## src/rtl/hgm_fifo.sv

```systemverilog
// Small synchronous queue between the front end and the back end of the
// histogram engine. Depends on nothing; width and depth come from the instantiator.
module hgm_fifo #(
	parameter int WIDTH = 8,
	parameter int DEPTH = 4
) (
	input  logic                       clk,
	input  logic                       arst_n,
	input  logic                       push,
	input  logic [WIDTH-1:0]           wdata,
	input  logic                       pop,
	output logic [WIDTH-1:0]           rdata,
	output logic                       empty,
	output logic [$clog2(DEPTH+1)-1:0] count
);

	localparam int PW = (DEPTH > 1) ? $clog2(DEPTH) : 1;
	localparam int CW = $clog2(DEPTH+1);

	logic [WIDTH-1:0] mem_q [DEPTH];
	logic [PW-1:0]    wr_ptr_q;
	logic [PW-1:0]    rd_ptr_q;
	logic [CW-1:0]    count_q;

	always_ff @(posedge clk) begin
		if (push) begin
			mem_q[wr_ptr_q] <= wdata;
		end
	end

	always_ff @(posedge clk or negedge arst_n) begin
		if (!arst_n) begin
			wr_ptr_q <= '0;
			rd_ptr_q <= '0;
			count_q  <= '0;
		end else begin
			if (push) begin
				wr_ptr_q <= (wr_ptr_q == PW'(DEPTH-1)) ? '0 : wr_ptr_q + 1'b1;
			end
			if (pop) begin
				rd_ptr_q <= (rd_ptr_q == PW'(DEPTH-1)) ? '0 : rd_ptr_q + 1'b1;
			end
			if (push && !pop) begin
				count_q <= count_q + 1'b1;
			end else if (pop && !push) begin
				count_q <= count_q - 1'b1;
			end
		end
	end

	assign rdata = mem_q[rd_ptr_q];
	assign empty = (count_q == '0);
	assign count = count_q;

endmodule

```

## config.mk

```make
export PLATFORM = sky130hd
export DESIGN_NAME = hgm_fifo
export DESIGN_NICKNAME = d
export VERILOG_FILES = /design/src/rtl/hgm_fifo.sv
export SDC_FILE = /design/constraint.sdc
export NUM_CORES = 1
export LEC_CHECK = 0
export ABC_CLOCK_PERIOD_IN_PS = 2790
export BUFFER_PORTS_ARGS = -buffer_cell sky130_fd_sc_hd__buf_2
export CAP_MARGIN = 20
export CORE_ASPECT_RATIO = 0.6
export CORE_MARGIN = 2
export CORE_UTILIZATION = 45
export DETAILED_ROUTE_END_ITERATION = 10
export GPL_TIMING_DRIVEN = 1
export PLACE_DENSITY_LB_ADDON = 0.1
export SYNTH_ARGS = -nofsm -noshare
export SYNTH_HDL_FRONTEND = slang
export SYNTH_SLANG_ARGS = --single-unit
```

## constraint.sdc

```tcl
create_clock -name clk -period 2.79 [get_ports clk]
set_input_delay 0.279 -clock clk [delete_from_list [all_inputs] [get_ports clk]]
set_output_delay 0.279 -clock clk [all_outputs]
set_load 0.02 [all_outputs]
```

## Word level (Yosys, flattened, before mapping)

Memory sizes are Yosys's and may differ from the RTL's.
Index checks and enable logic that the tools add are counted.

- Input bits: 12
- ROM bits: 0
- Register bits after elaboration: 7
- Bits in writable memories: 32
- Latch bits: 0
- Memories kept: 1

Memories:

| name | depth | width | rd ports | clocked after memory_dff | wr ports | line | RTL |
|---|---|---|---|---|---|---|---|
| mem_q | 4 | 8 | 1 | 0 | 1 | 20 | `logic [WIDTH-1:0] mem_q [DEPTH];` |

- Add/subtract/negate cells: 4
- Bitwise operators: 0
- Mux-type cells: 6
- Equality and inequality tests: 2
- Order comparisons: 0
- Div/mod/pow operators: 0
- Multipliers: 0
- Shift-type cells: 0
- Reductions and logical operators: 6

Operators with widths:

| cell | count |
|---|---|
| $mux W3 | 2 |
| $add A2 B1 Y2 const B | 2 |
| $eq A2 B2 Y1 const B | 2 |
| $mux W2 | 2 |
| $add A3 B1 Y3 const B | 1 |
| $logic_not A3 Y1 | 1 |
| $sub A3 B1 Y3 const B | 1 |
| $logic_and A1 B1 Y1 | 2 |
| $logic_not A1 Y1 | 2 |
| $mux W1 | 2 |
| $reduce_bool A2 Y1 | 1 |

## Longest topological paths before layout

Gate-level depths: netlist (run 1).

- Depth after elaboration: 4
- Depth in mapped cells: 7
- Depth with buffers taken out: 7

## Least setup slack after synthesis (run 1)

Ideal clock, no wire load.

- Path kind: reg2reg
- From: register count_q[0] (netlist: count[0])
- To: register count_q[2] (netlist: count[2])
- Slack: 1400 ps
- Cell stages (with the launch flop): 5
- Buffers on the path: 0
- Arrival time: 1310 ps
- Required time: 2710 ps
- Clock period less this slack: 1390 ps
- Setup time: 80 ps
- Cell sequence: dfrtp_1 fa_1 xor2_1 nor2_1 xor2_1

- Longest elaborated chain between the ends: 3
- Elaborated cells on any way between the ends: 4
- Classes of those cells: add/sub: 2; mux: 2

RTL lines:

| item | line | RTL |
|---|---|---|
| from (decl) | 23 | `logic [CW-1:0] count_q;` |
| from (signal assigned) | 44 | `count_q <= count_q + 1'b1;` |
| from (signal assigned) | 46 | `count_q <= count_q - 1'b1;` |
| $sub A3 B1 Y3 | 46 |  |
| $mux W3 | 45 | `end else if (pop && !push) begin` |
| $mux W3 (*) | 43 | `if (push && !pop) begin` |

Every way passes the cells marked *; elsewhere a longest branch is shown, timed or not. The select of a mux whose other input is x is not followed.
A chain may end at the register's enable or synchronous reset.

## Final worst setup path (run 1)

- From: register rd_ptr_q[0]
- To: output port rdata[2]

- Longest elaborated chain between the ends: 1

RTL lines:

| item | line | RTL |
|---|---|---|
| from (decl) | 22 | `logic [PW-1:0] rd_ptr_q;` |
| from (signal assigned) | 41 | `rd_ptr_q <= (rd_ptr_q == PW'(DEPTH-1)) ? '0 : rd_ptr_q + 1'b1;` |
| $mem_v2 Z4 W8 | n/a |  |
| to (decl) | 12 | `output logic [WIDTH-1:0] rdata,` |

No other way between the ends.

==> results of run 1 <==
## critical path, stage by stage, from the launching register on
cell and delay, ps:
dfrtp_1 720, mux4_2 590, buf_2 180
## metrics by stage
stage / total power, W / instances / setup slack [ps] / hold slack (ps) / instance area (um^2)
after floorplan: 0.00129 / 78 / 1400 / -16.6 / 1560
after global placement: 0.00143 / 144 / 1030 / 125 / 1720
after detailed placement: 0.00146 / 144 / 1010 / 130 / 1720
after CTS: 0.00191 / 153 / 686 / 196 / 1830
after global routing: 0.00200 / 153 / 613 / 196 / 1830
final: 0.00189 / 153 / 733 / 202 / 1830
## sequential cells by signal, summed over array words and instances (netlist names)
| register | flops |
|---|---|
| count | 3 |
| mem_q | 32 |
| rd_ptr_q | 2 |
| wr_ptr_q | 2 |
## where the power goes
part	internal [W]	total [W]	switching (W)
clock	0.000262	0.000455	0.000193
sequential	0.000765	0.000879	0.000114
combinational	0.000255	0.000553	0.000298
## path summary, 6_finish.rpt
kind	startpoint	endpoint	cells after the start
worst max-delay path	rd_ptr_q[0]$_DFFE_PN0P_	rdata[2]	2
worst min-delay path	wdata[2]	mem_q[2][2]$_DFFE_PP_	1
worst max register to register	wr_ptr_q[1]$_DFFE_PN0P_	mem_q[1][6]$_DFFE_PP_	3
worst min register to register	count[2]$_DFFE_PN0P_	count[2]$_DFFE_PN0P_	1
max in group asynchronous	arst_n	rd_ptr_q[0]$_DFFE_PN0P_	2
min in group asynchronous	arst_n	count[1]$_DFFE_PN0P_	2
## synth_stat cells
master,instances
a21o_2,1
mux2_2,2
buf_2,1
ha_1,6
nand2_1,2
dfrtp_1,7
and2_1,4
xor2_1,2
mux4_2,8
fa_1,1
nor2_1,2
buf_6,1
o21ai_0,2
edfxtp_1,32
xnor2_1,1
inv_1,4
nor3_1,2
## logic make-up (layout without fill, tap and decap cells)
| family | Yosys count | count (layout) |
|---|---|---|
| adder cells (fa/ha/maj) | 7 | 7 |
| flip-flops | 39 | 39 |
| multiplexers | 10 | 10 |
| AND/OR/NAND/NOR | 10 | 10 |
| buffers and inverters | 6 | 36 |
| XOR/XNOR | 3 | 3 |
| AO/OA/AOI/OAI | 3 | 3 |
## area by class of cell
class / count / area share
Timing Repair Buffer: 24 / 0.0683
Clock inverter: 3 / 0.0212
Inverter: 4 / 0.00819
Tap cell: 45 / 0.0307
Sequential cell: 39 / 0.620
Clock buffer: 5 / 0.0375
Multi-Input combinational cell: 33 / 0.214
## per-layer routing
layer	up-vias	global-route usage	routed length [um]
li1	361	-	-
met1	373	0.199	1140
met2	17	0.233	1200
met3	8	0.0531	131
met4	0	0.0678	48
met5	-	0	0
## timing repair
action,in CTS,in global routing
hold buffers,1,0
endpoints found under the hold margin,7,0
resized for setup,0,0
==> results.sh, run 1 <==
export IMPL_grt_overflow=0
export IMPL_start_util=0.475
export IMPL_tightestPinTransition_ps=593
export IMPL_synthesis_nets=97
export IMPL_final_cell_mix="edfxtp_1, buf_2, mux4_2, dfrtp_1, ha_1"
export IMPL_start_kind="register"
export IMPL_cp_data_required_time_ps=2510
export IMPL_crit_arrival_ps=1780
export IMPL_netlist_instances=78
export IMPL_fin_setup_tns_ps=0
export IMPL_synthSimpleGateAreaFrac=0.0321
export IMPL_clk_pin_slew_ps=70
export IMPL_synth_xor_area_frac=0.0168
export IMPL_synth_compound_area_share=0.0120
export IMPL_clock_path_buffers=2
export IMPL_ys_types=17
export IMPL_clock_root_buffer="clkbuf_8"
export IMPL_hold_viol_final=0
export IMPL_period_share=0.737
export IMPL_min_path_type="input pin to register"
export IMPL_ff_latch_area_mm2=0.00114
export IMPL_cts_made_buffers=5
export IMPL_clkSinkCount=39
export IMPL_synth_mux_area_frac=0.130
export IMPL_grt_pass1_vias=850
export IMPL_path_class="register to output pin"
export IMPL_clkLatencyLatePin_ps=290
export IMPL_p_leak_nw=0.699
export IMPL_io_buffers=23
export IMPL_maxCapViolations=0
export IMPL_fmax_ghz=0.486
export IMPL_multi_input_area_um2=393
export IMPL_period_minus_slack_ps=2060
export IMPL_track_usage=0.153
export IMPL_synth_area_per_cell_um2=20.0
export IMPL_slew_viol_final=0
export IMPL_synth_area_top_cells="edfxtp_1, mux4_2, dfrtp_1, ha_1, and2_1"
export IMPL_max_slew_margin=0.605
export IMPL_io_pins=24
export IMPL_wire_per_inst_um=16.4
export IMPL_synth_top_family_by_area="multiplexers"
export IMPL_synth_top_area_frac=0.616
export IMPL_postCtsSetupRepairBufs=0
export IMPL_skew_ps=1.87
export IMPL_yosys_area_top_type="edfxtp_1"
export IMPL_yosys_warnings=0
export IMPL_vias=759
export IMPL_coreArea_mm2=0.00328
export IMPL_fin_nets=126
export IMPL_status="complete, no violations"
export IMPL_seq_area_frac_synth=0.728
export IMPL_drt_first_iter_violations=44
export IMPL_route_detailed_drc=0
export IMPL_final_common_cell="edfxtp_1"
export IMPL_antenna_found_initial=0
export IMPL_rsz0062_at_grt="false"
export IMPL_num_antenna_cells=0
export IMPL_drive_above_1_share=0.380
export IMPL_vias_per_cell=4.96
export IMPL_synthToLayoutAreaGrowth_pct=17.5
export IMPL_setup_viol_count_final=0
export IMPL_powerDensity_mw_per_mm2=1030
export IMPL_synth_area_mm2=0.00156
export IMPL_firstDrtPassIters=3
export IMPL_r2r_setup_slack_ps=1340
export IMPL_fin_util=0.558
export IMPL_die_x_um=80.0
export IMPL_fillers=274
export IMPL_peakVddDrop_uv=442
export IMPL_dieArea_mm2=0.00397
export IMPL_routed_wl_um=2520
export IMPL_grt_max_degree=13
export IMPL_rows=16
export IMPL_dp_hpwl_um=1720
export IMPL_antenna_left=0
export IMPL_finalWeightedCongestion=0.672
export IMPL_cts_tree="yes"
export IMPL_synthAdderAreaFrac=0.0609
export IMPL_die_h_um=49.6
export IMPL_synth_seq_cells=39
export IMPL_critPathMaxFanout=11
export IMPL_grt_pass1_wl_um=4210
export IMPL_h_tree_depth=2
export IMPL_cp_end_kind="output pin"
Power figures use the tool's default switching activity.
==> run 2: changes to the inputs <==
--- a/config.mk
+++ b/config.mk
@@ -5,7 +5,7 @@
 export SDC_FILE = /design/constraint.sdc
 export NUM_CORES = 1
 export LEC_CHECK = 0
-export ABC_CLOCK_PERIOD_IN_PS = 2790
+export ABC_CLOCK_PERIOD_IN_PS = 1800
 export BUFFER_PORTS_ARGS = -buffer_cell sky130_fd_sc_hd__buf_2
 export CAP_MARGIN = 20
 export CORE_ASPECT_RATIO = 0.6
==> constraint.sdc (replaced) <==
create_clock -name clk -period 1.8 [get_ports clk]
set_input_delay 0.18 -clock clk [delete_from_list [all_inputs] [get_ports clk]]
set_output_delay 0.18 -clock clk [all_outputs]
set_load 0.02 [all_outputs]
==> run 2 against run 1 <==
Sequential share of layout area is 0.38 points higher. Sequential cell count stayed put. Highest routed layer unchanged. Critical endpoint is now rdata[5]. Clock skew is 3.7 ps higher. Via count is 0.40% lower. Critical path depth is 1 higher. Final cell count is 1.3% higher. Largest cell class unchanged. Die area stayed put.
==> results.sh, run 2 (synthesis results as in run 1) <==
export IMPL_r2r_start="wr_ptr_q[0]$_DFFE_PN0P_"
export IMPL_cts_made_buffers=5
export IMPL_routed_wl_um=2480
export IMPL_fin_util=0.555
export IMPL_rows=16
export IMPL_hold_start="wdata[0]"
export IMPL_grt_overflow=0
export IMPL_hold_viol_final=0
export IMPL_fmax_ghz=0.588
export IMPL_dp_hpwl_um=1840
export IMPL_cp_data_required_time_ps=1620
export IMPL_start_kind="register"
export IMPL_synthToLayoutAreaGrowth_pct=16.8
export IMPL_largest_register_ffs=32
export IMPL_powerDensity_mw_per_mm2=1540
export IMPL_clkSinkCount=39
export IMPL_hold_end="mem_q[3][0]$_DFFE_PP_"
export IMPL_io_pins=24
export IMPL_die_h_um=49.6
export IMPL_clk_pin_slew_ps=70
export IMPL_num_antenna_cells=0
export IMPL_cts_tree="yes"
export IMPL_fin_setup_tns_ps=0
export IMPL_slew_viol_final=0
export IMPL_drt_first_iter_violations=83
export IMPL_rsz0062_at_grt="false"
export IMPL_crit_arrival_ps=1520
export IMPL_finalWeightedCongestion=0.675
export IMPL_setup_viol_count_final=0
export IMPL_grt_pass1_vias=772
export IMPL_worstHoldPathCells=1
export IMPL_h_tree_depth=2
export IMPL_die_x_um=80.0
export IMPL_period_minus_slack_ps=1700
export IMPL_max_slew_margin=0.684
export IMPL_vias=756
export IMPL_clkLatencyLatePin_ps=280
export IMPL_path_class="register to output pin"
export IMPL_regMostFlops="mem_q"
export IMPL_stdcell_count=155
export IMPL_fin_nets=128
export IMPL_route_detailed_drc=0
export IMPL_skew_ps=5.56
export IMPL_worstRegToRegCells=3
export IMPL_rr_endpoint="mem_q[0][6]$_DFFE_PP_"
export IMPL_clock_root_buffer="clkbuf_8"
export IMPL_maxCapViolations=0
export IMPL_final_common_cell="edfxtp_1"
export IMPL_start_util=0.475
export IMPL_clock_path_buffers=2
export IMPL_dieArea_mm2=0.00397
export IMPL_grt_max_degree=12
export IMPL_track_usage=0.146
export IMPL_wire_per_inst_um=16.0
export IMPL_p_leak_nw=0.696
export IMPL_min_path_type="input pin to register"
export IMPL_io_buffers=23
export IMPL_peakVddDrop_uv=668
export IMPL_drive_above_1_share=0.382
export IMPL_antenna_found_initial=0
export IMPL_critPathMaxFanout=8
export IMPL_antenna_left=0
export IMPL_final_cell_mix="edfxtp_1, buf_2, mux4_2, dfrtp_1, ha_1"
export IMPL_cp_end_kind="output pin"
export IMPL_dp_cells=146
export IMPL_firstDrtPassIters=4
export IMPL_grt_pass1_wl_um=4020
export IMPL_tightestPinTransition_ps=474
export IMPL_coreArea_mm2=0.00328
export IMPL_hold_ws_ps=112
export IMPL_r2r_setup_slack_ps=340
export IMPL_vias_per_cell=4.88
export IMPL_status="complete, no violations"
export IMPL_period_share=0.945
[run 2: cell count changes in the layout (fill, tap and decap cells not counted), sizes merged]
cell    change
buf         +2
bufinv      -1
clkbuf      +2
clkinv      -1
[run 2: repair_timing]
item	4_1_cts	5_1_grt
setup buffers	0	0
gates resized for setup	0	0
hold buffers	1	0
hold endpoints to repair	7	0
[run 2: worst max-delay path, stage by stage, from the launching register on]
cell and delay (ps):
dfrtp_1 340, buf_4 190, mux4_2 530, buf_2 180
[run 2: how the worst max path moves through the flow]
stage,endpoint,from,cells past startpoint,slack (ps)
finish,rdata[5],rd_ptr_q[0]$_DFFE_PN0P_,3,100
global route,rdata[5],rd_ptr_q[0]$_DFFE_PN0P_,3,30
CTS,rdata[5],rd_ptr_q[0]$_DFFE_PN0P_,3,90
detailed placement,count[2]$_DFFE_PN0P_,pop,8,310
global placement,count[2]$_DFFE_PN0P_,pop,8,360
floorplan,count[2]$_DFFE_PN0P_,count[0]$_DFFE_PN0P_,4,410
[run 2: area by class of cell]
class                           count  area, um^2
Tap cell                           45        56.3
Clock inverter                      1        5.00
Clock buffer                        7        76.3
Multi-Input combinational cell     33         393
Fill cell                         275        1460
Timing Repair Buffer               26         140
Sequential cell                    39        1140
Inverter                            4        15.0
[run 2: routing by layer]
metal	up-vias	GRT usage	wire length, um
li1	359	-	-
met2	16	0.214	1150
met1	377	0.202	1190
met4	0	0.0508	25
met3	4	0.0549	115
met5	-	0	0
[run 2: power by group]
part	leakage, nW	internal, W	total, W	switching (W)
Sequential	0.377	0.00119	0.00132	0.000135
Combinational	0.276	0.000423	0.000936	0.000513
Clock	0.0422	0.000271	0.000543	0.000271
[run 2: per-stage QoR]
stage	worst slack [ps]	total power (W)	instance area, um^2
after global routing	33.6	0.00297	1820
final	99.1	0.00280	1820
after floorplan	410	0.00199	1560
after detailed placement	310	0.00230	1730
after global placement	355	0.00227	1730
after CTS	86.3	0.00284	1820
==> run 3: changes to the inputs <==
==> constraint.sdc (replaced) <==
create_clock -name clk -period 1.8 [get_ports clk]
set_input_delay 0.18 -clock clk [delete_from_list [all_inputs] [get_ports clk]]
set_output_delay 0.18 -clock clk [all_outputs]
set_load 0.01 [all_outputs]
==> run 3 against run 2 <==
Hold slack barely moved. Combinational power fell by 13%. Setup slack improved by 26 ps. Die area did not move. Critical path depth did not move. Register-to-register slack improved by 30 ps. Critical endpoint is now rdata[2].
==> results.sh, run 3 (synthesis results as in run 1) <==
export IMPL_setup_slack_ps=125
export IMPL_setup_viol_count_final=0
export IMPL_cp_data_required_time_ps=1620
export IMPL_clkSinkCount=39
export IMPL_final_cell_mix="edfxtp_1, buf_2, mux4_2, dfrtp_1, ha_1"
export IMPL_dieArea_mm2=0.00397
export IMPL_clock_root_buffer="clkbuf_8"
export IMPL_cp_end_kind="output pin"
export IMPL_vias_per_cell=4.88
export IMPL_period_minus_slack_ps=1680
export IMPL_status="complete, no violations"
export IMPL_dp_slack_ps=245
export IMPL_wire_per_inst_um=16.7
export IMPL_finalWeightedCongestion=0.677
export IMPL_tightestPinTransition_ps=456
export IMPL_cts_made_buffers=5
export IMPL_drt_first_iter_violations=48
export IMPL_antenna_left=0
export IMPL_route_detailed_drc=0
export IMPL_antenna_found_initial=0
export IMPL_clk_pin_slew_ps=70
export IMPL_io_pins=24
export IMPL_maxCapViolations=0
export IMPL_num_antenna_cells=0
export IMPL_regMostFlops="mem_q"
export IMPL_critPathMaxFanout=8
export IMPL_coreArea_mm2=0.00328
export IMPL_die_x_um=80.0
export IMPL_min_path_type="input pin to register"
export IMPL_finalPower_w=0.00269
export IMPL_path_class="register to output pin"
export IMPL_grt_overflow=0
export IMPL_rows=16
export IMPL_die_h_um=49.6
export IMPL_io_buffers=23
export IMPL_powerDensity_mw_per_mm2=1480
export IMPL_worstRegToRegCells=3
export IMPL_worstHoldPathCells=1
export IMPL_fin_setup_tns_ps=0
export IMPL_hold_viol_final=0
export IMPL_grt_pass1_vias=804
export IMPL_vias=757
export IMPL_postCtsSetupRepairBufs=0
export IMPL_peakVddDrop_uv=788
export IMPL_fmax_ghz=0.597
export IMPL_track_usage=0.151
export IMPL_skew_ps=4.33
export IMPL_largest_register_ffs=32
export IMPL_max_slew_margin=0.696
export IMPL_holdBufCountCts=1
export IMPL_synthToLayoutAreaGrowth_pct=16.8
export IMPL_final_common_cell="edfxtp_1"
export IMPL_period_share=0.931
export IMPL_p_leak_nw=0.696
export IMPL_cts_tree="yes"
export IMPL_start_kind="register"
export IMPL_cts_resized=0
export IMPL_dp_hpwl_um=1840
export IMPL_crit_arrival_ps=1500
export IMPL_rsz0062_at_grt="false"
export IMPL_grt_max_degree=12
export IMPL_fin_nets=128
export IMPL_firstDrtPassIters=4
export IMPL_slew_viol_final=0
export IMPL_start_util=0.475
export IMPL_grt_pass1_wl_um=4110
export IMPL_clkLatencyLatePin_ps=280
export IMPL_clock_path_buffers=2
export IMPL_routed_wl_um=2590
export IMPL_h_tree_depth=2
export IMPL_drive_above_1_share=0.382
-- run 3: cell counts in the layout (fill, tap and decap cells not counted) --
Identical to the previous run, type by type.
-- run 3: per-stage QoR --
step / instance area (um^2) / cells / hold slack, ps / utilization
2_1_floorplan: 1560 / 78 / -116 / -
5_1_grt: 1820 / 155 / 101 / 0.555
3_5_place_dp: 1730 / 146 / 27.9 / 0.527
4_1_cts: 1820 / 155 / 107 / 0.555
6_report: 1820 / 155 / 112 / 0.555
3_3_place_gp: 1730 / 146 / 22.7 / 0.527
-- run 3: cell type report --
type	instances	area [um^2]
inverter	4	15.0
sequential	39	1140
tap	45	56.3
timing repair buffer	26	140
clock inverter	1	5.00
clock buffer	7	76.3
multi-input combinational	33	393
fill	274	1460
-- run 3: critical path: stages, from the launching register on --
cell     delay [ps]
dfrtp_1         340
buf_4           190
mux4_2          520
buf_2           150
-- run 3: path summary, 6_finish.rpt --
path,startpoint,endpoint,slack (ps)
min in group asynchronous,arst_n,rd_ptr_q[1]$_DFFE_PN0P_,260
min reg2reg,count[2]$_DFFE_PN0P_,count[2]$_DFFE_PN0P_,530
max in group asynchronous,arst_n,count[1]$_DFFE_PN0P_,1380
min,wdata[2],mem_q[0][2]$_DFFE_PP_,110
max,rd_ptr_q[0]$_DFFE_PN0P_,rdata[2],120
max reg2reg,wr_ptr_q[0]$_DFFE_PN0P_,mem_q[2][1]$_DFFE_PP_,370
-- run 3: report_power, final --
part           switching, W  internal [W]
Combinational      0.000395      0.000421
Sequential         0.000140       0.00119
Clock              0.000278      0.000272
Total              0.000814       0.00188
-- run 3: per-layer routing --
| layer | share of wire | global-route usage |
|---|---|---|
| met5 | 0 | 0 |
| met3 | 0.057 | 0.0495 |
| met2 | 0.47 | 0.225 |
| met4 | 0.012 | 0.0593 |
| met1 | 0.46 | 0.208 |
