<file path="src/rtl/hgm_pkg.sv">
// Package for the gray-level histogram engine: shared constants, the command
// opcode type and the control word that travels from the front end to the back end.
// No dependencies.
package hgm_pkg;

	localparam int MAX_BINS_DEF        = 256;
	localparam int PIXEL_FRAC_BITS_DEF = 16;
	localparam int QUEUE_DEPTH         = 4;

	localparam int COUNT_W = 32;
	localparam int BINS_W  = 9;
	localparam int INDEX_W = 8;

	localparam logic [BINS_W-1:0] BINS_RESET = 9'd256;

	typedef enum logic {
		HGM_OP_ACCUM = 1'b0,
		HGM_OP_READ  = 1'b1
	} hgm_op_t;

	// Control half of one queued command; the bin address travels beside it.
	typedef struct packed {
		hgm_op_t op;
		logic    in_range;
	} hgm_ctl_t;

endpackage

</file>
<file path="src/rtl/hgm_front.sv">
// Front end of the histogram engine: holds the bin-count register, scales each
// pixel to a bin number and classifies read commands. Uses hgm_pkg.
module hgm_front #(
	parameter int MAX_BINS        = hgm_pkg::MAX_BINS_DEF,
	parameter int PIXEL_FRAC_BITS = hgm_pkg::PIXEL_FRAC_BITS_DEF
) (
	input  logic                             clk,
	input  logic                             arst_n,
	input  logic                             bins_we,
	input  logic [hgm_pkg::BINS_W-1:0]       bins_wdata,
	input  logic                             accept,
	input  logic                             op,
	input  logic [PIXEL_FRAC_BITS:0]         pixel_code,
	input  logic [hgm_pkg::INDEX_W-1:0]      bin_index,
	output logic                             pend,
	output logic                             push,
	output hgm_pkg::hgm_ctl_t                push_ctl,
	output logic [$clog2(MAX_BINS)-1:0]      push_addr
);

	localparam int CW = PIXEL_FRAC_BITS + 1;
	localparam int NW = $clog2(MAX_BINS + 1);
	localparam int PW = CW + NW;
	localparam int AW = $clog2(MAX_BINS);
	localparam int EW = (NW > hgm_pkg::BINS_W) ? NW : hgm_pkg::BINS_W;

	logic [hgm_pkg::BINS_W-1:0]  bins_q;
	logic [EW-1:0]               bins_ext;
	logic [NW-1:0]               n_eff;

	logic                        v_s1;
	hgm_pkg::hgm_op_t            op_s1;
	logic [PW-1:0]               prod_s1;
	logic [NW-1:0]               n_s1;
	logic [hgm_pkg::INDEX_W-1:0] idx_s1;

	logic [NW:0]                 bin_raw;
	logic [NW-1:0]               n_m1;
	logic [NW-1:0]               bin_clamped;
	logic                        idx_ok;

	always_ff @(posedge clk or negedge arst_n) begin
		if (!arst_n) begin
			bins_q <= hgm_pkg::BINS_RESET;
		end else if (bins_we) begin
			bins_q <= bins_wdata;
		end
	end

	// A count of zero acts as one bin; a count past the store acts as the full store.
	always_comb begin
		bins_ext = EW'(bins_q);
		if (bins_ext == '0) begin
			n_eff = NW'(1);
		end else if (bins_ext > EW'(MAX_BINS)) begin
			n_eff = NW'(MAX_BINS);
		end else begin
			n_eff = NW'(bins_ext);
		end
	end

	always_ff @(posedge clk or negedge arst_n) begin
		if (!arst_n) begin
			v_s1 <= 1'b0;
		end else begin
			v_s1 <= accept;
		end
	end

	always_ff @(posedge clk) begin
		if (accept) begin
			op_s1   <= hgm_pkg::hgm_op_t'(op);
			prod_s1 <= PW'(pixel_code) * PW'(n_eff);
			n_s1    <= n_eff;
			idx_s1  <= bin_index;
		end
	end

	// Codes at or above 1.0 land past the last bin and are pulled back into it.
	always_comb begin
		bin_raw = prod_s1[PW-1:PIXEL_FRAC_BITS];
		n_m1    = n_s1 - 1'b1;
		if (bin_raw > {1'b0, n_m1}) begin
			bin_clamped = n_m1;
		end else begin
			bin_clamped = bin_raw[NW-1:0];
		end
		idx_ok = EW'(idx_s1) < EW'(MAX_BINS);
	end

	always_comb begin
		push_ctl.op = op_s1;
		if (op_s1 == hgm_pkg::HGM_OP_READ) begin
			push_ctl.in_range = idx_ok;
			push_addr         = AW'(idx_s1);
		end else begin
			push_ctl.in_range = 1'b1;
			push_addr         = AW'(bin_clamped);
		end
	end

	assign push = v_s1;
	assign pend = v_s1;

endmodule

</file>
<file path="config.mk">
export PLATFORM = sky130hd
export DESIGN_NAME = hgm_front
export DESIGN_NICKNAME = d
export VERILOG_FILES = /design/src/rtl/hgm_pkg.sv /design/src/rtl/hgm_front.sv
export SDC_FILE = /design/constraint.sdc
export NUM_CORES = 1
export LEC_CHECK = 0
export BUFFER_PORTS_ARGS = -buffer_cell sky130_fd_sc_hd__buf_4
export CAP_MARGIN = 30
export CORE_UTILIZATION = 39
export CTS_CLUSTER_SIZE = 12
export DETAILED_ROUTE_END_ITERATION = 10
export PLACE_DENSITY = 0.66
export RECOVER_POWER = 100
export SLEW_MARGIN = 20
export SYNTH_ARGS = -nofsm -noshare
export SYNTH_HDL_FRONTEND = slang
export SYNTH_SLANG_ARGS = --single-unit
</file>
<file path="constraint.sdc">
create_clock -name clk -period 6.94 [get_ports clk]
set_clock_uncertainty 0.1 [all_clocks]
set_input_delay 1.735 -clock clk [delete_from_list [all_inputs] [get_ports clk]]
set_output_delay 1.735 -clock clk [all_outputs]
set_load 0.01 [all_outputs]
</file>
## Word level (Yosys, flattened, before mapping)

Index checks and enable logic that the tools add are counted.

| word-level totals | value |
|---|---|
| flip-flop bits (word level) | 54 |
| input port bits | 39 |
| output and inout bits | 12 |
| word-level logic and storage cells | 15 |

| operators by class | value |
|---|---|
| add/subtract/negate cells | 1 |
| multiply operators | 1 |
| $lt $le $gt $ge | 2 |
| muxes and demuxes | 4 |
| reductions and logical operators | 1 |

Operator list:

| kind | number |
|---|---|
| multiplier 17 x 9 -> 26 bit | 1 |
| 2-to-1 mux 9 bit | 2 |
| 2-to-1 mux 8 bit | 2 |
| greater-than comparator 10 x 9 -> 1 bit | 1 |
| greater-than comparator 9 bit (second input constant) | 1 |
| logical NOT 9 bit | 1 |
| subtractor 9 x 1 -> 9 bit (second input constant) | 1 |

## Logic depth before layout (Yosys ltp)

Gate-level depths: netlist of the first run.

| depth | value |
|---|---|
| word-level depth | 4 |
| gate-level depth with buffers | 19 |
| gate-level depth less buffers | 17 |

## Least setup slack after synthesis of the first run

OpenSTA, ideal clock, no wires.

| timing path | value |
|---|---|
| path kind | input-to-reg |
| from | input port pixel_code[6] |
| to | register prod_s1[25] (data pin) |
| setup time | 273 ps |
| data arrival time | 5814 ps |
| data required time | 6567 ps |
| path slack | 753 ps |
| stages | 16 |
| buffers on the path | 1 |
| path through | buf_1 -> nand2_1 -> fa_1 -> inv_1 -> fa_1 -> fa_1 -> inv_1 -> fa_1 -> inv_1 -> ha_1 -> a211oi_1 -> nand2_1 -> a211oi_4 -> o211ai_2 -> a2111oi_0 -> a211oi_1 |

| on the way | value |
|---|---|
| cells in the longest elaborated chain, start to end | 1 |

Ends and longest elaborated chain:

| element | line | text |
|---|---|---|
| start, declared | hgm_front.sv:13 | `input logic [PIXEL_FRAC_BITS:0] pixel_code,` |
| multiplier 17 x 9 -> 26 bit | hgm_front.sv:73 | `prod_s1 <= PW'(pixel_code) * PW'(n_eff);` |
| end signal, assigned | hgm_front.sv:73 |  |
| end, declared | hgm_front.sv:33 | `logic [PW-1:0] prod_s1;` |

No other way between the ends.
A chain may end at the register's enable or synchronous reset.

## Final worst setup path of the first run

| timing path | value |
|---|---|
| from | register bins_q, in the netlist bins_ext[8] |
| to | register prod_s1[25] (data pin) |

| on the way | value |
|---|---|
| cells in the longest elaborated chain, start to end | 4 |
| elaborated cells between the ends (all ways) | 5 |
| those cells by class | mul (1); order compare (1); mux (2); reduce/logical (1) |

Ends and longest elaborated chain:

| element | line | text |
|---|---|---|
| start, declared | hgm_front.sv:27 | `logic [hgm_pkg::BINS_W-1:0] bins_q;` |
| start signal, assigned | hgm_front.sv:44 | `bins_q <= hgm_pkg::BINS_RESET;` |
| start signal, assigned | hgm_front.sv:46 | `bins_q <= bins_wdata;` |
| greater-than comparator 9 bit | hgm_front.sv:55 | `end else if (bins_ext > EW'(MAX_BINS)) begin` |
| 2-to-1 mux 9 bit | hgm_front.sv:55 |  |
| 2-to-1 mux 9 bit (*) | hgm_front.sv:53 | `if (bins_ext == '0) begin` |
| multiplier 17 x 9 -> 26 bit (*) | hgm_front.sv:73 |  |

Mark *: on every way between the ends. The rest lies on a longest branch, timed or not.

==> metrics.txt, run 1 <==
status=finished with violations; failing checks=max-capacitance violations, max-slew violations; cell leakage power=3.53 nW; critical path class=register to register; area grow syn2layout=10.3%; fin crit period=6.30 ns; Max-Cap Viols=1; syn_nets=866; Starting Density=39.8%; xor/xnor share of the synthesized area=2.22%; chip height=129 um; Clock Sinks=38; Worst slew margin=-2.94%; initial antenna violation count=0; # rows=46; mux cell area share after synthesis=1.74%; Slew @ Worst Pin=1.54 ns; die width=129 um; Root Driver=clkbuf_16; PD cells=261 mW/mm2; register area share after synthesis=17.3%; Worst Hold Class=register to register; area share of the largest cell type after synthesis=33.2%; vias in the first global route=4667; global-route wire length before repair=23.1 mm; Congestion Overflow GR=0; CTS Buf Count=5; diode count=0; DRT iter0 DRCs=202; Clk Latency, worst-skew pair=0.27 ns; fill count=1583; post-CTS sizing=0; routability cong.=0.811; FF+latch count, synth=38; CP arrival=6.21 ns; Placeable Area=0.0159 mm2; Setup Fix Bufs, Post-CTS=0; Initial DRT Pass Iterations=4; total power draw=0.00182 W; number of I/O pins=51; Overall Global Routing Usage=17.7%; Synth Flop Type=edfxtp_1; crit-path max FO=29; IO buf count=49; largest net degree at the start of global routing=30; Max Freq=0.159 GHz; drt drc=0; Max clock buf depth=2; Post-DP HPWL=10.9 mm; synth warn=0; Slew Viols, Final=30; Detail Route Antenna Nets=0; nets@finish=894; Synth Cell Area=0.00633 mm2; crit end category=register; average size of a mapped cell=9.44 um2; wirelength, routed=13.4 mm; top-count cell post-synth=inv_1; crit start category=register; die area=0.0167 mm2; Area contributors post-synth=fa_1 (33%), edfxtp_1 (13%), ha_1 (10%); final hold vios=0; Final Cycle Share=90.8%; endpoints failing setup=0; RSZ-0062 raised after global routing=false; drt wl/cell=14.6 um; clk slew on worst S/H paths=0.05 ns; register area=0.00109 mm2; hold_buf cts=0; simple-gate share of the synthesized area=17.6%; Yosys cell types=52; H-tree depth=2; main combinational cell family by area after synthesis=adder cells; Post-synth top cells=inv_1 (124), fa_1 (105), nand2_1 (104); data required time at the worst endpoint=6.85 ns; VDD IR max=108 uV; vias post-DR=4515; number of synthesized flops with an enable pin=28; async set-reset flop share out of synthesis=26.3%; Vias/cell=4.93; multi-input logic area=0.00462 mm2; Post-Synth Adder-Cell Area=43.5%; CTS tree=built; area leader, netlist=fa_1; layout cell share with drive strength beyond 1=10.3%; Synth Area in Compound Gates=7.85%; Post-Syn Instances=670; setup TNS=0 ns
-- final timing paths --
path | startpoint | endpoint | slack, ns | depth (start not counted)
max reg2reg | bins_ext[8] | prod_s1[25] | 0.64 | 17
max | bins_ext[8] | prod_s1[25] | 0.64 | 17
min in group asynchronous | arst_n | pend | 1.31 | 1
max in group asynchronous | arst_n | bins_ext[8] | 5.07 | 1
min | bins_ext[5] | bins_ext[5] | 0.43 | 1
min reg2reg | bins_ext[5] | bins_ext[5] | 0.43 | 1
-- cell families after synthesis --
logic type,Yosys count
buffers and inverters,160
adder cells (fa/ha/maj),157
multiplexers,10
other,1
AO/OA/AOI/OAI,65
flip-flops,38
XOR/XNOR,16
AND/OR/NAND/NOR,223
-- worst max-delay path, cell delays in order (launching register included) --
cell and delay [ns]:
dfstp_2 0.55, nor2b_1 1.17, buf_4 0.32, nand2_1 0.07, fa_1 0.48, inv_1 0.05
fa_1 0.46, fa_1 0.54, inv_1 0.06, fa_1 0.53, inv_1 0.05, ha_1 0.22
a211oi_1 0.26, nand2_1 0.14, a211oi_4 0.35, o211ai_2 0.15, a2111oi_0 0.46, a211oi_1 0.08
-- sequential cells by signal, indices dropped and copies added, names as in the netlist --
register,flops
bins_ext,9
op_s1,1
idx_s1,8
pend,1
n_s1,9
prod_s1,10
-- stage by stage --
stage / area, um2 / utilization, % / hold slack [ns] / setup slack (ns) / std cells
after floorplan: 6330 / - / 0.386 / 0.753 / 670
after detailed placement: 6880 / 43.3 / 0.428 / 0.470 / 907
after CTS: 7030 / 44.2 / 0.440 / 0.727 / 915
final: 6980 / 43.9 / 0.433 / 0.639 / 915
after global routing: 6980 / 43.9 / 0.466 / 0.241 / 915
after global placement: 6880 / 43.3 / 0.426 / 0.601 / 907
-- where the power goes --
| group | internal [W] | switching, W |
|---|---|---|
| Clock | 0.000142 | 0.0000788 |
| Sequential | 0.000314 | 0.0000351 |
| Combinational | 0.000541 | 0.000710 |
| Total | 0.000997 | 0.000824 |
-- cells in the final DEF (no fill, tap or decap), types with 4 or more instances in the layout --
cell type / instances
o21ai_0: 10
nor2_1: 12
buf_4: 36
fa_1: 105
xnor2_1: 7
ha_1: 52
xor2_1: 9
and2_0: 7
and3_1: 4
nor3_1: 7
inv_1: 124
nand4_1: 5
clkbuf_4: 9
clkbuf_1: 13
nand2_1: 104
o31ai_1: 6
and2_1: 62
a21oi_1: 12
dfrtp_1: 9
mux2_2: 8
clkbuf_16: 5
edfxtp_1: 28
a21o_1: 13
nor2b_1: 8
-- final cells by class --
| cell class | count | area share, % |
|---|---|---|
| repair buffers | 57 | 5.49 |
| clock buffers | 7 | 2.04 |
| flip-flops and latches | 38 | 15.7 |
| clock inverters | 1 | 0.0717 |
| multi-input cells | 472 | 66.2 |
| inverters | 124 | 6.67 |
| well taps | 216 | 3.87 |
-- layer usage --
layer | routed length [um] | track usage, %
met1 | 5830 | 24.0
met2 | 6860 | 30.8
met3 | 441 | 1.32
met4 | 251 | 4.43
met5 | 0 | 0
(Power assumes the default switching activity.)
==> run 2, diff against run 1 <==
RECOVER_POWER = 50   (was 100)
==> metrics.txt, run 2 (synthesis gave the netlist of run 1 again) <==
Placeable Area=0.0159 mm2 (unchanged); fill count=1578 (-0.32%); met1 Use GR=24.0% (unchanged); Initial DRT Pass Iterations=4 (unchanged); Congestion Overflow GR=0 (unchanged); Max clock buf depth=2 (unchanged); chip height=129 um (unchanged); Detail Route Antenna Nets=0 (unchanged); endpoints failing setup=0 (unchanged); CTS tree=built; final hold vios=0 (unchanged); GR Layer Usage met3=1.32% (unchanged); DRT iter0 DRCs=180 (-11%); CTS Buf Count=5 (unchanged); crit end category=register; die width=129 um (unchanged); diode count=0 (unchanged); most common cell after layout, fill and taps aside=inv_1; Starting Density=39.8% (unchanged); Overall Global Routing Usage=17.7% (unchanged); PD cells=261 mW/mm2 (about the same); area grow syn2layout=10.6%; VDD IR max=109 uV (+0.32%); data required time at the worst endpoint=6.85 ns (about the same); Post-DP HPWL=10.9 mm (unchanged); Final Cycle Share=90.9% (+0.093 points); Vias/cell=4.88 (-1.1%); drt drc=0 (unchanged); Root Driver=clkbuf_16; Slew Viols, Final=30 (unchanged); RSZ-0062 raised after global routing=false; H-tree depth=2 (unchanged); IO buf count=49 (unchanged); vias in the first global route=4667 (unchanged); post-CTS sizing=0 (unchanged); number of I/O pins=51 (unchanged); clk slew on worst S/H paths=0.05 ns (about the same); Setup Fix Bufs, Post-CTS=0 (unchanged); vias post-DR=4465 (-1.1%); number of flip-flops in the largest register=10 (unchanged); initial antenna violation count=0 (unchanged); crit start category=register; hold slack final=0.433 ns (+0.000648 ns); fin crit period=6.31 ns (+0.00643 ns); Clock Sinks=38 (unchanged); failing checks=max-capacitance violations, max-slew violations; wirelength, routed=13.4 mm (-0.10%); global-route wire length before repair=23.1 mm (unchanged); # rows=46 (unchanged); met2 Usage GRT=30.8% (unchanged); Max-Cap Viols=1 (unchanged); hold_buf cts=0 (unchanged); cell leakage power=3.56 nW (+0.69%); Top reg by flops=prod_s1; routability cong.=0.811 (unchanged); Clk Latency, worst-skew pair=0.27 ns (about the same); layout cell share with drive strength beyond 1=11.2% (+0.86 points); Slew @ Worst Pin=1.54 ns (-0.00602 ns); setup TNS=0 ns (unchanged); critical path class=register to register; Worst slew margin=-2.54% (+0.40 points); crit-path max FO=29 (unchanged); drt wl/cell=14.6 um (-0.10%); nets@finish=894 (unchanged); CP arrival=6.22 ns (about the same); GRT busiest layer=met2; most frequent cells in the layout=inv_1 (124), fa_1 (105), nand2_1 (104); Worst Hold Class=register to register; status=finished with violations; die area=0.0167 mm2 (unchanged); largest net degree at the start of global routing=30 (unchanged); Max Freq=0.159 GHz (-0.10%)
[run 2: cell type report]
type,count,area [um2],area share [%]
Multi-Input combinational cell,472,4620,66.0
Sequential cell,38,1090,15.6
Inverter,124,465,6.65
Timing Repair Buffer,57,402,5.74
Tap cell,216,270,3.86
Clock buffer,7,143,2.04
Clock inverter,1,5.00,0.0715
[run 2: metal layers]
metal | vias up | part of all wire, %
li1 | 2131 | -
met1 | 2242 | 44
met2 | 74 | 51
met3 | 18 | 2.8
met4 | 0 | 1.9
met5 | - | 0
[run 2: stage by stage]
stage | total power [W] | utilization (%) | cells | area (um2) | worst slack [ns]
2_1_floorplan | 0.00131 | - | 670 | 6330 | 0.753
3_3_place_gp | 0.00161 | 43.3 | 907 | 6880 | 0.601
3_5_place_dp | 0.00163 | 43.3 | 907 | 6880 | 0.470
4_1_cts | 0.00186 | 44.2 | 915 | 7030 | 0.727
5_1_grt | 0.00204 | 44.1 | 915 | 7000 | 0.242
6_report | 0.00183 | 44.1 | 915 | 7000 | 0.632
[run 2: final timing paths]
check | from | endpoint | slack, ns | cells after the start
worst max-delay path | bins_ext[8] | prod_s1[25] | 0.63 | 17
worst min-delay path | bins_ext[5] | bins_ext[5] | 0.43 | 1
worst max register to register | bins_ext[8] | prod_s1[25] | 0.63 | 17
worst min register to register | bins_ext[5] | bins_ext[5] | 0.43 | 1
max in group asynchronous | arst_n | bins_ext[8] | 5.07 | 1
min in group asynchronous | arst_n | pend | 1.31 | 1
[run 2: report_power, final]
group          internal (W)  switching (W)
clock              0.000142      0.0000792
combinational      0.000547       0.000710
sequential         0.000314      0.0000351
[run 2: critical path, stage by stage (launching register included)]
cell and delay (ns):
dfstp_2 0.55, nor2b_1 1.19, buf_4 0.31, nand2_1 0.07, fa_1 0.48, inv_1 0.05
fa_1 0.46, fa_1 0.54, inv_1 0.06, fa_1 0.53, inv_1 0.05, ha_1 0.22
a211oi_1 0.26, nand2_1 0.14, a211oi_4 0.35, o211ai_2 0.15, a2111oi_0 0.45, a211oi_1 0.08
==> run 3, diff against run 2 <==
CORE_MARGIN = 5   (was not set)
==> metrics.txt, run 3 (synthesis gave the netlist of run 1 again) <==
Clk Latency, worst-skew pair=0.27 ns (about the same); diode count=0 (unchanged); setup TNS=0 ns (unchanged); failing checks=max-capacitance violations, max-slew violations; Detail Route Antenna Nets=0 (unchanged); Overall Global Routing Usage=15.8% (-1.9 points); drt drc=0 (unchanged); drt wl/cell=15.1 um (+3.4%); area grow syn2layout=10.7% (about the same); Initial DRT Pass Iterations=4 (unchanged); crit-path max FO=9 (-69%); die area=0.0189 mm2 (+13%); Clock Sinks=38 (unchanged); H-tree depth=2 (unchanged); Max-Cap Viols=1 (unchanged); Worst slew margin=-1.33% (+1.2 points); Top reg by flops=prod_s1; critical path class=input port to register; post-layout util=44.1% (about the same); most common cell after layout, fill and taps aside=inv_1; initial antenna violation count=0 (unchanged); largest net degree at the start of global routing=30 (unchanged); fin crit period=6.19 ns (-0.121 ns); VDD IR max=129 uV (+18%); number of I/O pins=51 (unchanged); endpoints failing setup=0 (unchanged); wirelength, routed=13.9 mm (+3.6%); Setup Fix Bufs, Post-CTS=0 (unchanged); post-CTS sizing=0 (unchanged); nets@finish=896 (+0.22%); routability cong.=0.830 (+2.3%); DRT iter0 DRCs=228 (+27%); die width=137 um (+6.2%); data required time at the worst endpoint=6.84 ns (about the same); cell leakage power=3.55 nW (about the same); Max Freq=0.162 GHz (+2.0%); Slew Viols, Final=30 (unchanged); CP arrival=6.09 ns (-0.13 ns); clk slew on worst S/H paths=0.05 ns (about the same); Starting Density=39.8% (unchanged); CTS tree=built; CTS Buf Count=5 (unchanged); Root Driver=clkbuf_16; RSZ-0062 raised after global routing=false; Congestion Overflow GR=0 (unchanged); hold_buf cts=0 (unchanged); crit start category=input port; Placed Area=0.00690 mm2 (+0.22%); Placeable Area=0.0159 mm2 (unchanged); Vias/cell=4.89 (+0.12%); # rows=46 (unchanged); number of flip-flops in the largest register=10 (unchanged); vias post-DR=4480 (+0.34%); Worst Hold Class=register to register; vias in the first global route=4868 (+4.3%); IO buf count=49 (unchanged); Final Cycle Share=89.1% (-1.7 points); setup ws final=0.753 ns (+0.121 ns); crit end category=register; PD cells=260 mW/mm2 (-0.33%); WHS Path Cells=1 (unchanged); Max clock buf depth=2 (unchanged); most frequent cells in the layout=inv_1 (124), fa_1 (105), nand2_1 (104); r2r worst-path depth=17 (unchanged); global-route wire length before repair=23.6 mm (+2.3%); status=finished with violations; Slew @ Worst Pin=1.52 ns (-0.0181 ns); Design Area, Final=0.00700 mm2 (about the same); Setup WS pre-CTS=0.482 ns (+0.0114 ns); layout cell share with drive strength beyond 1=11.1% (-0.032 points); chip height=137 um (+6.2%); Post-DP HPWL=11.4 mm (+4.2%); final hold vios=0 (unchanged)
[run 3: changes by cell type in the layout (fill, tap and decap cells not counted), sizes merged]
cell / previous run / this run
clkinv: 1 / 0
buf: 41 / 42
clkbuf: 23 / 25
[run 3: metal layers]
layer / wire length [um] / track usage (%) / up-vias
met5: 0 / 0 / -
met4: 81 / 3.44 / 0
met3: 411 / 1.42 / 8
met2: 7370 / 28.3 / 66
met1: 5980 / 20.8 / 2262
li1: - / - / 2144
[run 3: power by group]
| part | total [W] | internal (W) | switching (W) |
|---|---|---|---|
| clock network | 0.000208 | 0.000133 | 0.0000744 |
| registers | 0.000350 | 0.000314 | 0.0000360 |
| logic | 0.00126 | 0.000550 | 0.000714 |
| total | 0.00182 | 0.000998 | 0.000824 |
[run 3: cell type report]
class	count	area, um2
clock buffer	8	136
fill	1626	8880
inverter	124	465
multi-input combinational	472	4620
sequential	38	1090
tap	216	270
timing repair buffer	59	413
[run 3: per-stage QoR]
step | instances | hold slack (ns) | power [W]
floorplan | 670 | 0.386 | 0.00131
global placement | 908 | 0.411 | 0.00161
detailed placement | 909 | 0.426 | 0.00163
CTS | 917 | 0.440 | 0.00185
global route | 917 | 0.463 | 0.00203
finish | 917 | 0.432 | 0.00182
[run 3: final timing paths]
| check | startpoint | to | slack, ns |
|---|---|---|---|
| setup / recovery | pixel_code[3] | prod_s1[25] | 0.75 |
| hold / removal | bins_ext[3] | bins_ext[3] | 0.43 |
| setup reg to reg | bins_ext[8] | prod_s1[25] | 0.78 |
| hold reg to reg | bins_ext[3] | bins_ext[3] | 0.43 |
| max in group asynchronous | arst_n | bins_ext[8] | 5.06 |
| min in group asynchronous | arst_n | pend | 1.31 |
[run 3: critical path, stage by stage]
cell,delay [ns]
buf_4,0.14
and2_1,0.17
fa_1,0.51
fa_1,0.53
fa_1,0.54
inv_1,0.05
fa_1,0.54
inv_1,0.04
ha_1,0.32
a211oi_1,0.30
nand2_1,0.14
a211oi_4,0.34
o211ai_2,0.15
a2111oi_0,0.49
a211oi_1,0.08
